<file path="config.mk">
export PLATFORM = sky130hd
export DESIGN_NAME = wsa_front
export DESIGN_NICKNAME = d
export VERILOG_FILES = /design/src/rtl/window_spectrum_accumulator_assert.svh /design/src/rtl/wsa_pkg.sv /design/src/rtl/wsa_front.sv
export SDC_FILE = /design/constraint.sdc
export NUM_CORES = 1
export LEC_CHECK = 0
export BUFFER_PORTS_ARGS = -buffer_cell sky130_fd_sc_hd__buf_2
export CELL_PAD_IN_SITES_DETAIL_PLACEMENT = 0
export CELL_PAD_IN_SITES_GLOBAL_PLACEMENT = 1
export CORE_ASPECT_RATIO = 0.5
export CORE_MARGIN = 1
export CORE_UTILIZATION = 40
export DETAILED_ROUTE_END_ITERATION = 7
export PLACE_DENSITY_LB_ADDON = 0.1
export SLEW_MARGIN = 10
export SYNTH_ARGS = -nofsm -noshare
export SYNTH_HDL_FRONTEND = slang
export SYNTH_SLANG_ARGS = --single-unit
</file>
<file path="constraint.sdc">
create_clock -name clock -period 4.1 [get_ports clock]
set_input_delay 0.82 -clock clock [delete_from_list [all_inputs] [get_ports clock]]
set_output_delay 0.82 -clock clock [all_outputs]
set_load 0.02 [all_outputs]
</file>
<file path="src/rtl/window_spectrum_accumulator_assert.svh">
// assertion macros used by the rtl top level
`ifndef WINDOW_SPECTRUM_ACCUMULATOR_ASSERT_SVH
`define WINDOW_SPECTRUM_ACCUMULATOR_ASSERT_SVH

// same-cycle implication, off during reset
`define WSA_ASSERT_NOW(lbl, clk, rst, ante, cons) \
   lbl: assert property (@(posedge clk) disable iff (rst) (ante) |-> (cons)) \
      else $error("assertion failed");

// next-cycle implication, off during reset
`define WSA_ASSERT_NEXT(lbl, clk, rst, ante, cons) \
   lbl: assert property (@(posedge clk) disable iff (rst) (ante) |=> (cons)) \
      else $error("assertion failed");

`endif

</file>
<file path="src/rtl/wsa_pkg.sv">
package wsa_pkg;

   localparam logic ACT_ACC  = 1'b0;
   localparam logic ACT_READ = 1'b1;

   localparam logic [15:0] SAT_MAX = 16'hFFFF;

   localparam int QDEPTH = 4;
   localparam int QPTR_W = 2;

   typedef struct packed {
      logic        action;
      logic [9:0]  bin;
      logic [15:0] b_cumulative;
      logic [15:0] m_cumulative;
   } req_type;

   typedef struct packed {
      logic [15:0] m_count;
      logic [15:0] b_count;
   } rsp_type;

   typedef enum logic [1:0] {
      CMD_ACC,
      CMD_READ,
      CMD_NULL
   } cmd_kind_type;

   typedef struct packed {
      cmd_kind_type kind;
      logic [9:0]   bin;
      logic [15:0]  dm;
      logic [15:0]  db;
   } cmd_type;

   typedef struct packed {
      logic full;
      logic empty;
   } fifo_stat_type;

   typedef enum logic [1:0] {
      ST_CLEAR,
      ST_IDLE,
      ST_EXEC
   } back_state_type;

   function automatic logic [15:0] sat16(input logic [31:0] v);
      logic [15:0] r;
      r = (v[31:16] != 16'd0) ? SAT_MAX : v[15:0];
      return r;
   endfunction

endpackage

</file>
<file path="src/rtl/wsa_front.sv">
module wsa_front #(
   parameter int BINS = 1024
) (
   input  logic                   clock,
   input  logic                   reset,
   input  logic                   req_valid,
   output logic                   req_ready,
   input  wsa_pkg::req_type       req_data,
   input  logic                   init_done,
   input  wsa_pkg::fifo_stat_type q_stat,
   output logic                   q_push,
   output wsa_pkg::cmd_type       q_cmd
);

   logic [15:0] prev_m_ff, prev_m_in;
   logic [15:0] prev_b_ff, prev_b_in;
   logic        accept;
   logic        in_range;
   logic        is_acc;

   assign req_ready = init_done && !q_stat.full;
   assign accept    = req_valid && req_ready;
   assign in_range  = (32'(req_data.bin) < 32'(BINS));
   assign is_acc    = (req_data.action == wsa_pkg::ACT_ACC);

   always_comb begin
      q_cmd.bin = in_range ? req_data.bin : '0;
      if (is_acc) begin
         q_cmd.kind = wsa_pkg::CMD_ACC;
      end else if (in_range) begin
         q_cmd.kind = wsa_pkg::CMD_READ;
      end else begin
         q_cmd.kind = wsa_pkg::CMD_NULL;
      end
      // first bin takes the raw counts, later bins the wrapped difference
      if (req_data.bin == '0) begin
         q_cmd.dm = req_data.m_cumulative;
         q_cmd.db = req_data.b_cumulative;
      end else begin
         q_cmd.dm = req_data.m_cumulative - prev_m_ff;
         q_cmd.db = req_data.b_cumulative - prev_b_ff;
      end
      q_push    = accept && (!is_acc || in_range);
      prev_m_in = (accept && is_acc) ? req_data.m_cumulative : prev_m_ff;
      prev_b_in = (accept && is_acc) ? req_data.b_cumulative : prev_b_ff;
   end

   always_ff @(posedge clock) begin
      if (reset) begin
         prev_m_ff <= '0;
         prev_b_ff <= '0;
      end else begin
         prev_m_ff <= prev_m_in;
         prev_b_ff <= prev_b_in;
      end
   end

endmodule

</file>
Word-level counts from Yosys, hierarchy flattened --
Index checks and enable logic that the tools add are counted. W data, S select, Z words.
Word-level totals: input port bits 49, flip-flop bits (word level) 32, word-level logic and storage cells 12, output and inout port bits 46
Cells by class: reduce and logical (&&, ||, !) cells 5, $add $sub $neg 2, bitwise operators 1, multiplexer cells 2
Operators with widths (number):
- $mux W32 | 1
- $sub A16 B16 Y16 | 2
- $logic_not A10 Y1 | 1
- $logic_and A1 B1 Y1 | 3
- $logic_not A1 Y1 | 1
- $mux W1 | 1
- $not A1 Y1 | 1

Depth between registers and ports, before layout --
depth in word-level cells 4, depth in mapped cells 9, gate-level depth less buffers 9

Least setup slack after synthesis --
Ideal clock, no wire load.
path type input to output, start in req_data[0] (netlist name), end out q_cmd[30] (netlist name), data arrival time 2.780 ns, stages 9, setup slack 0.500 ns, buffers on the path 0, path through inv_1 ha_1 fa_1 nor2b_1 o211ai_1 a31oi_1 o211ai_1 and3b_1 o31ai_1
RTL lines:
- start, declared | RTL line wsa_front.sv:8 | input wsa_pkg::req_type req_data,
- end, declared | RTL line wsa_front.sv:12 | output wsa_pkg::cmd_type q_cmd

==> results.py <==
metrics = {
    "global_route": {
        "antenna_found_initial": 0,
        "grt_pass1_vias": 3060,
        "grt_pass1_wl_microns": 13900,
        "track_usage": 0.205,
        "overflow": 0,
        "grt_max_degree": 40,
    },
    "clocking": {
        "post_cts_resized": 0,
        "post-cts-setup-buffers": 0,
        "clock-sinks": 32,
        "clock_latency_ns": 0.28,
        "cts_buffers": 5,
        "htree_levels": 2,
        "clk_pin_slew_ns": 0.06,
        "cts_tree": "yes",
        "cts_hold_buf": 0,
        "root_buffer": "clkbuf_16",
        "ctsLongestPathBuffers": 2,
    },
    "floorplan": {
        "rows": 22,
        "die_width_microns": 130,
        "dieHeight_microns": 66.1,
        "initial_core_util": 0.430,
        "die_area_sq_um": 8590,
        "coreArea_sq_um": 7620,
        "boundaryPins": 95,
    },
    "logic_synthesis": {
        "async_reset_ff_frac": 0,
        "synth_area_leaders": "dfxtp_1, ha_1, a21oi_1",
        "yosysTopAreaCell": "dfxtp_1",
        "synth_cell_types": 53,
        "ys_warn_count": 0,
        "ys_ff_latch": 32,
        "synth_cells": 486,
        "ys_seq_area_frac": 0.195,
        "synth-edff-count": 0,
        "avgSynthCellArea_sq_um": 6.75,
        "synth.cell_area_sq_um": 3280,
        "syn_nets": 567,
        "synth_ff_type": "dfxtp_1",
        "yosysTopAreaCellShare": 0.195,
    },
    "routing": {
        "drc_errors": 0,
        "drt-initial-drc-count": 113,
        "via_count": 3420,
        "vias_per_cell": 5.14,
        "dr.pass1.iters": 4,
        "wirelength_microns": 8350,
        "avgRoutedWirePerCell_microns": 12.6,
        "antenna_left": 0,
    },
    "layout": {
        "final_nets": 637,
        "drive_gt1_frac": 0.196,
        "fillers": 836,
        "n_antenna_cell": 0,
        "area_delta_synth_final_pct": 18.3,
    },
    "sta": {
        "slew_headroom": 0.418,
        "final.setup.tns_ns": 0,
        "tightest_slew_ns": 0.871,
        "finalCritPeriodShare": 0.924,
        "fin_crit_ns": 3.79,
        "setup_slack_ns": 0.314,
        "rsz0062_at_grt": "false",
        "worst_hold_slack_ns": 0.452,
        "max_freq_ghz": 0.264,
        "slew_violations": 0,
        "finalHoldViolCount": 0,
        "finClkSkew_ns": 0,
        "finalSetupViolCount": 0,
    },
    "pwr": {
        "leakage_nw": 1.68,
        "p_sw_w": 0.000368,
        "p_comb_frac": 0.343,
        "p_clk_frac": 0.358,
        "p_per_area_nw_per_um2": 276,
        "swShare": 0.343,
        "vdd_drop_max_mv": 0.125,
        "p_int_w": 0.000705,
        "p_seq_frac": 0.299,
    },
    "setup_path": {
        "crit_chain": "buf_2 -> inv_1 -> ha_1 -> fa_1 -> nor2b_1 -> o211a_1 -> o21ai_0 -> a21oi_1 -> a311oi_1 -> o31ai_1 -> buf_2",
        "startpoint_type": "input pin",
        "crit_top_cell": "buf_2",
        "crit_fanout": 3,
        "path_class": "in -> out",
        "arrival_ns": 2.97,
        "slowest_delay_ns": 0.40,
        "cp_slowest_cell": "fa_1",
        "cp.required_ns": 3.28,
        "endpoint_kind": "output pin",
    },
    "run": {
        "cap_violations": 0,
    },
    "outcome": {
        "status": "finished clean",
    },
    "placed_design": {
        "post-dp-hpwl_microns": 5970,
        "post-place-ws_ns": 0.306,
        "portBuffers": 92,
        "finalWeightedCongestion": 0.820,
    },
    "hold_path": {
        "worstHoldPathType": "reg -> reg",
    },
}
state kept, by name (all words and copies together), names as in the netlist:
name / cells
prev_m_ff: 16
prev_b_ff: 16
path summary, 6_finish.rpt:
path / from / end / slack [ns] / cells after the start
setup / recovery: req_data[16] / q_cmd[10] / 0.31 / 11
hold / removal: prev_b_ff[7] / prev_b_ff[7] / 0.45 / 2
setup reg to reg: prev_b_ff[15] / prev_b_ff[15] / 3.43 / 2
hold reg to reg: prev_b_ff[7] / prev_b_ff[7] / 0.45 / 2
cell families after synthesis:
kind of cell / count (synthesis) / synth area share
buffers and inverters: 73 / 0.0987
and+or+nand+nor: 189 / 0.271
AOI/OAI and AO/OA: 145 / 0.269
muxes: 1 / 0.00343
xor gates and xnor gates: 13 / 0.0347
other: 1 / 0.00114
DFF: 32 / 0.195
adders and majority gates: 32 / 0.127
cells in the final DEF, fill, tap and decap left out, types with 6 or more instances in the layout:
cell type	synthesis	routed
xor2_1	8	8
buf_2	4	92
dfxtp_1	32	32
nand2_1	91	91
a21oi_1	71	71
and3_1	8	8
nor2_1	30	29
nand2b_1	10	10
nand3_1	6	6
a21o_1	6	6
ha_1	30	30
nor2b_1	9	9
inv_1	41	41
nor3_1	8	8
o21ai_0	24	24
power groups by stage:
| stage | Sequential [W] | Clock, W | Combinational, W |
|---|---|---|---|
| final | 0.000321 | 0.000384 | 0.000368 |
| after global routing | 0.000322 | 0.000413 | 0.000411 |
| after CTS | 0.000321 | 0.000399 | 0.000370 |
| after detailed placement | 0.000328 | 0 | 0.000367 |
| after global placement | 0.000328 | 0 | 0.000368 |
| after floorplan | 0.000327 | 0 | 0.000260 |
metrics by stage:
stage,cells,total power (W),cell area [sq um],utilization
floorplan,486,0.000588,3280,-
detailed placement,657,0.000695,3740,0.490
global route,665,0.00115,3880,0.509
finish,665,0.00107,3880,0.509
global placement,657,0.000696,3740,0.490
CTS,665,0.00109,3880,0.509
cell type report:
cell class	count	area [sq um]	area share
clock buffers	8	146	0.0377
multi-input cells	381	2320	0.599
inverters	41	154	0.0396
well taps	108	135	0.0348
flip-flops and latches	32	641	0.165
repair buffers	95	483	0.124
metal layers:
layer | routed length (microns) | global-route usage
met1 | 4240 | 0.271
met2 | 3670 | 0.344
met3 | 411 | 0.0437
met4 | 28 | 0.0349
met5 | 0 | 0
synth_stat cells, drive strengths merged (6+ instances only):
cell,number
nand2,91
a21oi,71
inv,41
dfxtp,32
ha,30
nor2,30
o21ai,24
buf,16
clkbuf,16
nand2b,10
nor2b,9
and3,8
nor3,8
xor2,8
a21o,7
nand3,6
critical path, delay by kind of cell:
kind	cells	cell delay, ns
compound gates	5	0.96
simple gates	1	0.21
buf+inv	3	0.35
fa+ha+maj	2	0.61
Power figures use the tool's default switching activity.
