==> config.mk <==
export PLATFORM = sky130hd
export DESIGN_NAME = wsa_fifo
export DESIGN_NICKNAME = d
export VERILOG_FILES = /design/src/rtl/window_spectrum_accumulator_assert.svh /design/src/rtl/wsa_pkg.sv /design/src/rtl/wsa_fifo.sv
export SDC_FILE = /design/constraint.sdc
export NUM_CORES = 1
export LEC_CHECK = 0
export BUFFER_PORTS_ARGS = -buffer_cell sky130_fd_sc_hd__buf_2
export CAP_MARGIN = 20
export CORE_ASPECT_RATIO = 1.75
export CORE_MARGIN = 8
export CORE_UTILIZATION = 43
export DETAILED_ROUTE_END_ITERATION = 12
export SYNTH_ARGS = -nofsm -noshare
export SYNTH_HDL_FRONTEND = slang
export SYNTH_SLANG_ARGS = --single-unit
export TNS_END_PERCENT = 5
==> constraint.sdc <==
create_clock -name clock -period 2 [get_ports clock]
set_clock_uncertainty 0.15 [all_clocks]
set_input_delay 0.2 -clock clock [delete_from_list [all_inputs] [get_ports clock]]
set_output_delay 0.2 -clock clock [all_outputs]
set_load 0.05 [all_outputs]
==> src/rtl/window_spectrum_accumulator_assert.svh <==
// assertion macros used by the rtl top level
`ifndef WINDOW_SPECTRUM_ACCUMULATOR_ASSERT_SVH
`define WINDOW_SPECTRUM_ACCUMULATOR_ASSERT_SVH

// same-cycle implication, off during reset
`define WSA_ASSERT_NOW(lbl, clk, rst, ante, cons) \
   lbl: assert property (@(posedge clk) disable iff (rst) (ante) |-> (cons)) \
      else $error("assertion failed");

// next-cycle implication, off during reset
`define WSA_ASSERT_NEXT(lbl, clk, rst, ante, cons) \
   lbl: assert property (@(posedge clk) disable iff (rst) (ante) |=> (cons)) \
      else $error("assertion failed");

`endif

==> src/rtl/wsa_pkg.sv <==
package wsa_pkg;

   localparam logic ACT_ACC  = 1'b0;
   localparam logic ACT_READ = 1'b1;

   localparam logic [15:0] SAT_MAX = 16'hFFFF;

   localparam int QDEPTH = 4;
   localparam int QPTR_W = 2;

   typedef struct packed {
      logic        action;
      logic [9:0]  bin;
      logic [15:0] b_cumulative;
      logic [15:0] m_cumulative;
   } req_type;

   typedef struct packed {
      logic [15:0] m_count;
      logic [15:0] b_count;
   } rsp_type;

   typedef enum logic [1:0] {
      CMD_ACC,
      CMD_READ,
      CMD_NULL
   } cmd_kind_type;

   typedef struct packed {
      cmd_kind_type kind;
      logic [9:0]   bin;
      logic [15:0]  dm;
      logic [15:0]  db;
   } cmd_type;

   typedef struct packed {
      logic full;
      logic empty;
   } fifo_stat_type;

   typedef enum logic [1:0] {
      ST_CLEAR,
      ST_IDLE,
      ST_EXEC
   } back_state_type;

   function automatic logic [15:0] sat16(input logic [31:0] v);
      logic [15:0] r;
      r = (v[31:16] != 16'd0) ? SAT_MAX : v[15:0];
      return r;
   endfunction

endpackage

==> src/rtl/wsa_fifo.sv <==
module wsa_fifo (
   input  logic                   clock,
   input  logic                   reset,
   input  logic                   push,
   input  wsa_pkg::cmd_type       push_data,
   input  logic                   pop,
   output wsa_pkg::cmd_type       head,
   output wsa_pkg::fifo_stat_type stat
);

   wsa_pkg::cmd_type              entry_ff [wsa_pkg::QDEPTH];
   logic [wsa_pkg::QPTR_W-1:0]    wr_ptr_ff, wr_ptr_in;
   logic [wsa_pkg::QPTR_W-1:0]    rd_ptr_ff, rd_ptr_in;
   logic [wsa_pkg::QPTR_W:0]      count_ff, count_in;

   always_comb begin
      wr_ptr_in = push ? wr_ptr_ff + 1'b1 : wr_ptr_ff;
      rd_ptr_in = pop ? rd_ptr_ff + 1'b1 : rd_ptr_ff;
      count_in  = count_ff;
      if (push && !pop) begin
         count_in = count_ff + 1'b1;
      end else if (pop && !push) begin
         count_in = count_ff - 1'b1;
      end
   end

   always_ff @(posedge clock) begin
      if (reset) begin
         wr_ptr_ff <= '0;
         rd_ptr_ff <= '0;
         count_ff  <= '0;
      end else begin
         wr_ptr_ff <= wr_ptr_in;
         rd_ptr_ff <= rd_ptr_in;
         count_ff  <= count_in;
      end
   end

   always_ff @(posedge clock) begin
      if (push) begin
         entry_ff[wr_ptr_ff] <= push_data;
      end
   end

   assign head       = entry_ff[rd_ptr_ff];
   assign stat.full  = (count_ff == (wsa_pkg::QPTR_W+1)'(wsa_pkg::QDEPTH));
   assign stat.empty = (count_ff == '0);

endmodule

# Word level (Yosys, flattened, before mapping)
# Memories as Yosys holds them, arrays and structs flattened. A register that Yosys moved wholly into a read port is not among the register bits.
# Index checks and enable logic that the tools add are counted.
# Widths: inputs -> output; s select.
# totals
regBits	7
input_bits	48
mem_bits_rw	176
memories	1
output_inout_bits	46
# memory_table
memory	depth	width	read_ports	rd_clocked_by_memory_dff	wr	line	rtl
entry_ff	4	44	1	1	1	wsa_fifo.sv:11	wsa_pkg::cmd_type entry_ff [wsa_pkg::QDEPTH];
# classes
n_eq_ne	1
reduce_logical	6
n_addsub	4
muxes	6
# ops
cell	n
$mux 3	2
$add 2x1->2 const B	2
$mux 2	2
$add 3x1->3 const B	1
$eq 3x3->1 const B	1
$logic_not 3->1	1
$sub 3x1->3 const B	1
$logic_and 1x1->1	2
$logic_not 1->1	2
$mux 1	2
$reduce_bool 2->1	1

# Depth between registers and ports, before layout
# depth
depth_word	4
mapped_depth	7

# Least setup slack after synthesis
# OpenSTA, ideal clock, no wires.
# synth_timing
path_type	reg-to-reg
start	reg wr_ptr_ff[0] in the netlist's numbering
end	mem entry_ff[2][0] in the netlist's numbering (enable)
path_slack_ns	-0.156
n_path_buf	0
t_arrival_ns	1.600
required_ns	1.444
stages_incl_launch_ff	4
setup_time_ns	0.406
period_less_slack_ns	2.156
cell_sequence	dfxtp_1 > inv_1 > ha_1 > and2_1
# synth_lines
item	line	rtl
from (decl)	wsa_fifo.sv:12	logic [wsa_pkg::QPTR_W-1:0] wr_ptr_ff, wr_ptr_in;
from (signal assigned)	wsa_fifo.sv:33	wr_ptr_ff <= wr_ptr_in;
to (decl)	wsa_fifo.sv:11	
# Straight into the memory's write port.

==> out/results.md <==
- 3.09 nW — LEAKAGE
- 0.240 — met2 global-route usage
- 0.00684 mm² — Post-Syn Area
- 8 — maximum fanout along the worst path
- 30.8% — area overhead of the layout relative to synthesis
- 93 — Buffers on Ports
- 0.0157 mm² — Core ar.
- 138 — Initial DRC Count
- -0.103 ns — setup ws final
- 94 — io pins
- 25.0 µm² — post-synthesis area per instance
- sky130_fd_sc_hd__clkbuf_16 — Root Buffer
- flip-flop — startpoint kind of the worst setup timing path
- 0 — yosys synthesis warning count
- -2.78 ns — Setup TNS
- 111 µm — die width
- 2 — clk buf depth
- 0.773 — proportion of netlist area held by the largest area contributor
- 0.799 — register area share after synthesis
- 0.0396 — global-route track usage on met3
- 185 — clock tree sinks
- reg -> reg — type of the tightest min-delay check
- 0.555 mV — Max rail drop VDD
- 0.41 ns — clock insertion delay at the later pin of the skew report
- 0 — Maximum Capacitance Violations
- 44 — number of failing setup endpoints in the final timing report
- 0.132 — total routing usage reported by global routing
- wr_ptr_ff[0] — startpoint of the most critical register-to-register path
- 0.39 ns — R2R setup slack
- 1.05 — part of the cycle the worst path needs
- 0 — Post-DRT Antenna Nets
- 20.4 µm — drt wl/cell
- 2.10 ns — min cycle time layout
- 1030 mW/mm² — ratio of total power to cell area
- 8000 µm — final HPWL from detailed placement
- 0.0203 mm² — Total Die Area
- 4 — depth of the worst register-to-register path
- 0.720 — worst rel slew slack
- setup timing — violations in the final reports
- 183 µm — DIE HEIGHT
- 0.696 — weighted congestion at the end of routability-driven global placement
- 0 — diodes inserted
- 0.06 ns — clock transition time at the flip-flop clock pins of the worst setup and hold paths
- 1.65 ns — data required time of the critical path
- output pin — Critical Path End Type
- 2 — Min-Delay Path Depth
- 0 — total DRC errors in the routed layout
- 0.139 — Global Route met1 Usage
- 185 — FF+latch count, synth
- 328 — number of nets produced by synthesis
- sky130_fd_sc_hd__edfxtp_1, sky130_fd_sc_hd__mux4_2, sky130_fd_sc_hd__dfxtp_1 — cell types occupying the most area after synthesis
- 61 — number of rows created at floorplan
- 0 — GRT Residual Overflow
- 20,300 µm — global-route wire length before repair
- 1.75 ns — Worst Path Arrival
- 0.435 — initial cell density of the core
- entry_ff[2][5] — Crit Reg-Reg Endpoint
- 0.569 — share of the core filled with cells in the final layout
- count_ff[2] — WHS Endpoint
- sky130_fd_sc_hd__edfxtp_1, sky130_fd_sc_hd__buf_2, sky130_fd_sc_hd__dlygate4sd3_1 — leading cell types in the layout, fill and taps excluded
- 0.420 ns — Worst-Margin Slew
- 491 — total number of nets in the final design
- 4 — Pre-Repair DR Iteration Count
- 17 — cts bufs inserted
- built — TritonCTS clock tree
- 3,693 — vias in the first global route
- 4 — number of H-tree branching levels
- 274 — number of instances in the synthesized netlist
- sky130_fd_sc_hd__edfxtp_1 — leading cell type in the layout, fill and taps excluded
- 13,000 µm — total length of routed wires
- 0 — number of failing hold endpoints at the final stage
- 5.07 — detail-routed via count per cell
- 0.419 — ratio of cells with drive above 1 in the final layout
- finished, violations left — outcome
- true — RSZ-0062 raised after global routing
- 0.476 GHz — Max Freq
- reg -> out — path type of the worst setup path
- 0 — number of antenna violations at the first check in global routing
- sky130_fd_sc_hd__edfxtp_1 — leading area contributor after synthesis
- 45 — largest net degree at the start of global routing
- count_ff[2] — launch instance of the worst min-delay path
- 0 — count of final max-slew check failures
- 3,232 — total number of vias
- met2 — most congested layer reported by global routing
- 23 — number of library cell types mapped by synthesis
logic make-up (layout without fill, tap and decap cells):
logic type | Yosys count | count (layout) | synth area share
adder cells (fa/ha/maj) | 6 | 6 | 0.0121
AO/OA/AOI/OAI | 2 | 2 | 0.00146
multiplexers | 46 | 46 | 0.150
buffers and inverters | 15 | 190 | 0.0198
AND/OR/NAND/NOR | 15 | 15 | 0.0108
XOR/XNOR | 5 | 5 | 0.00641
flip-flops | 185 | 185 | 0.799
per-layer routing:
| metal | vias up | routed length (µm) | part of all wire |
|---|---|---|---|
| li1 | 1470 | - | - |
| met1 | 1687 | 4980 | 0.38 |
| met4 | 0 | 218 | 0.017 |
| met3 | 13 | 520 | 0.040 |
| met5 | - | 0 | 0 |
| met2 | 62 | 7280 | 0.56 |
Yosys cell counts (all sizes together):
cell type    n
edfxtp     176
mux4        44
buf          9
dfxtp        9
nor2         7
ha           5
and2         4
inv          4
xor2         3
clkbuf       2
mux2i        2
xnor2        2
a21oi        1
fa           1
nand2        1
nor3         1
nor3b        1
o21ai        1
or3          1
layout make-up:
class / count / area (µm²)
fillers: 1203 / 6780
clock inverters: 12 / 100
well taps: 189 / 236
clock buffers: 19 / 433
repair buffers: 155 / 1450
multi-input cells: 74 / 1230
flip-flops and latches: 185 / 5470
inverters: 4 / 15.0
state kept, by name, indices dropped and copies added (netlist names), named ones only:
register	flops
wr_ptr_ff	2
entry_ff	176
rd_ptr_ff	2
count_ff	3
what timing repair did:
action,in CTS,in global routing
setup endpoints to repair,42,45
setup buffers,7,0
hold endpoints to repair,185,0
cloned,2,0
resized for setup,91,23
hold buffers,47,0
pin swaps,0,1
per-stage QoR:
step	instances	total power [mW]	area (µm²)	setup slack (ns)	hold slack, ns
after CTS	643	9.29	8980	-0.178	0.364
after global routing	638	9.50	8940	-0.162	0.379
final	638	9.18	8940	-0.103	0.373
after global placement	557	5.90	7590	0.186	0.259
after floorplan	274	5.56	6840	-0.156	0.149
after detailed placement	557	5.93	7590	0.156	0.267
worst max path at each step:
stage / start / endpoint / cells after the start
floorplan: wr_ptr_ff[0] / entry_ff[0][0] / 3
global placement: flip-flop / head[40] / 3
detailed placement: flip-flop / head[40] / 3
CTS: flip-flop / head[23] / 4
global route: flip-flop / head[23] / 3
finish: flip-flop / head[23] / 3
power breakdown:
group / internal, mW / total, mW / switching (mW)
clock: 1.70 / 3.04 / 1.34
sequential: 4.44 / 4.51 / 0.0643
combinational: 0.678 / 1.63 / 0.954
critical path, stage by stage (launching register included):
cell,delay [ns]
sky130_fd_sc_hd__dfxtp_4,0.44
sky130_fd_sc_hd__buf_12,0.16
sky130_fd_sc_hd__mux4_2,0.55
sky130_fd_sc_hd__buf_8,0.18
No activity file was read; power rests on OpenSTA's default activity.
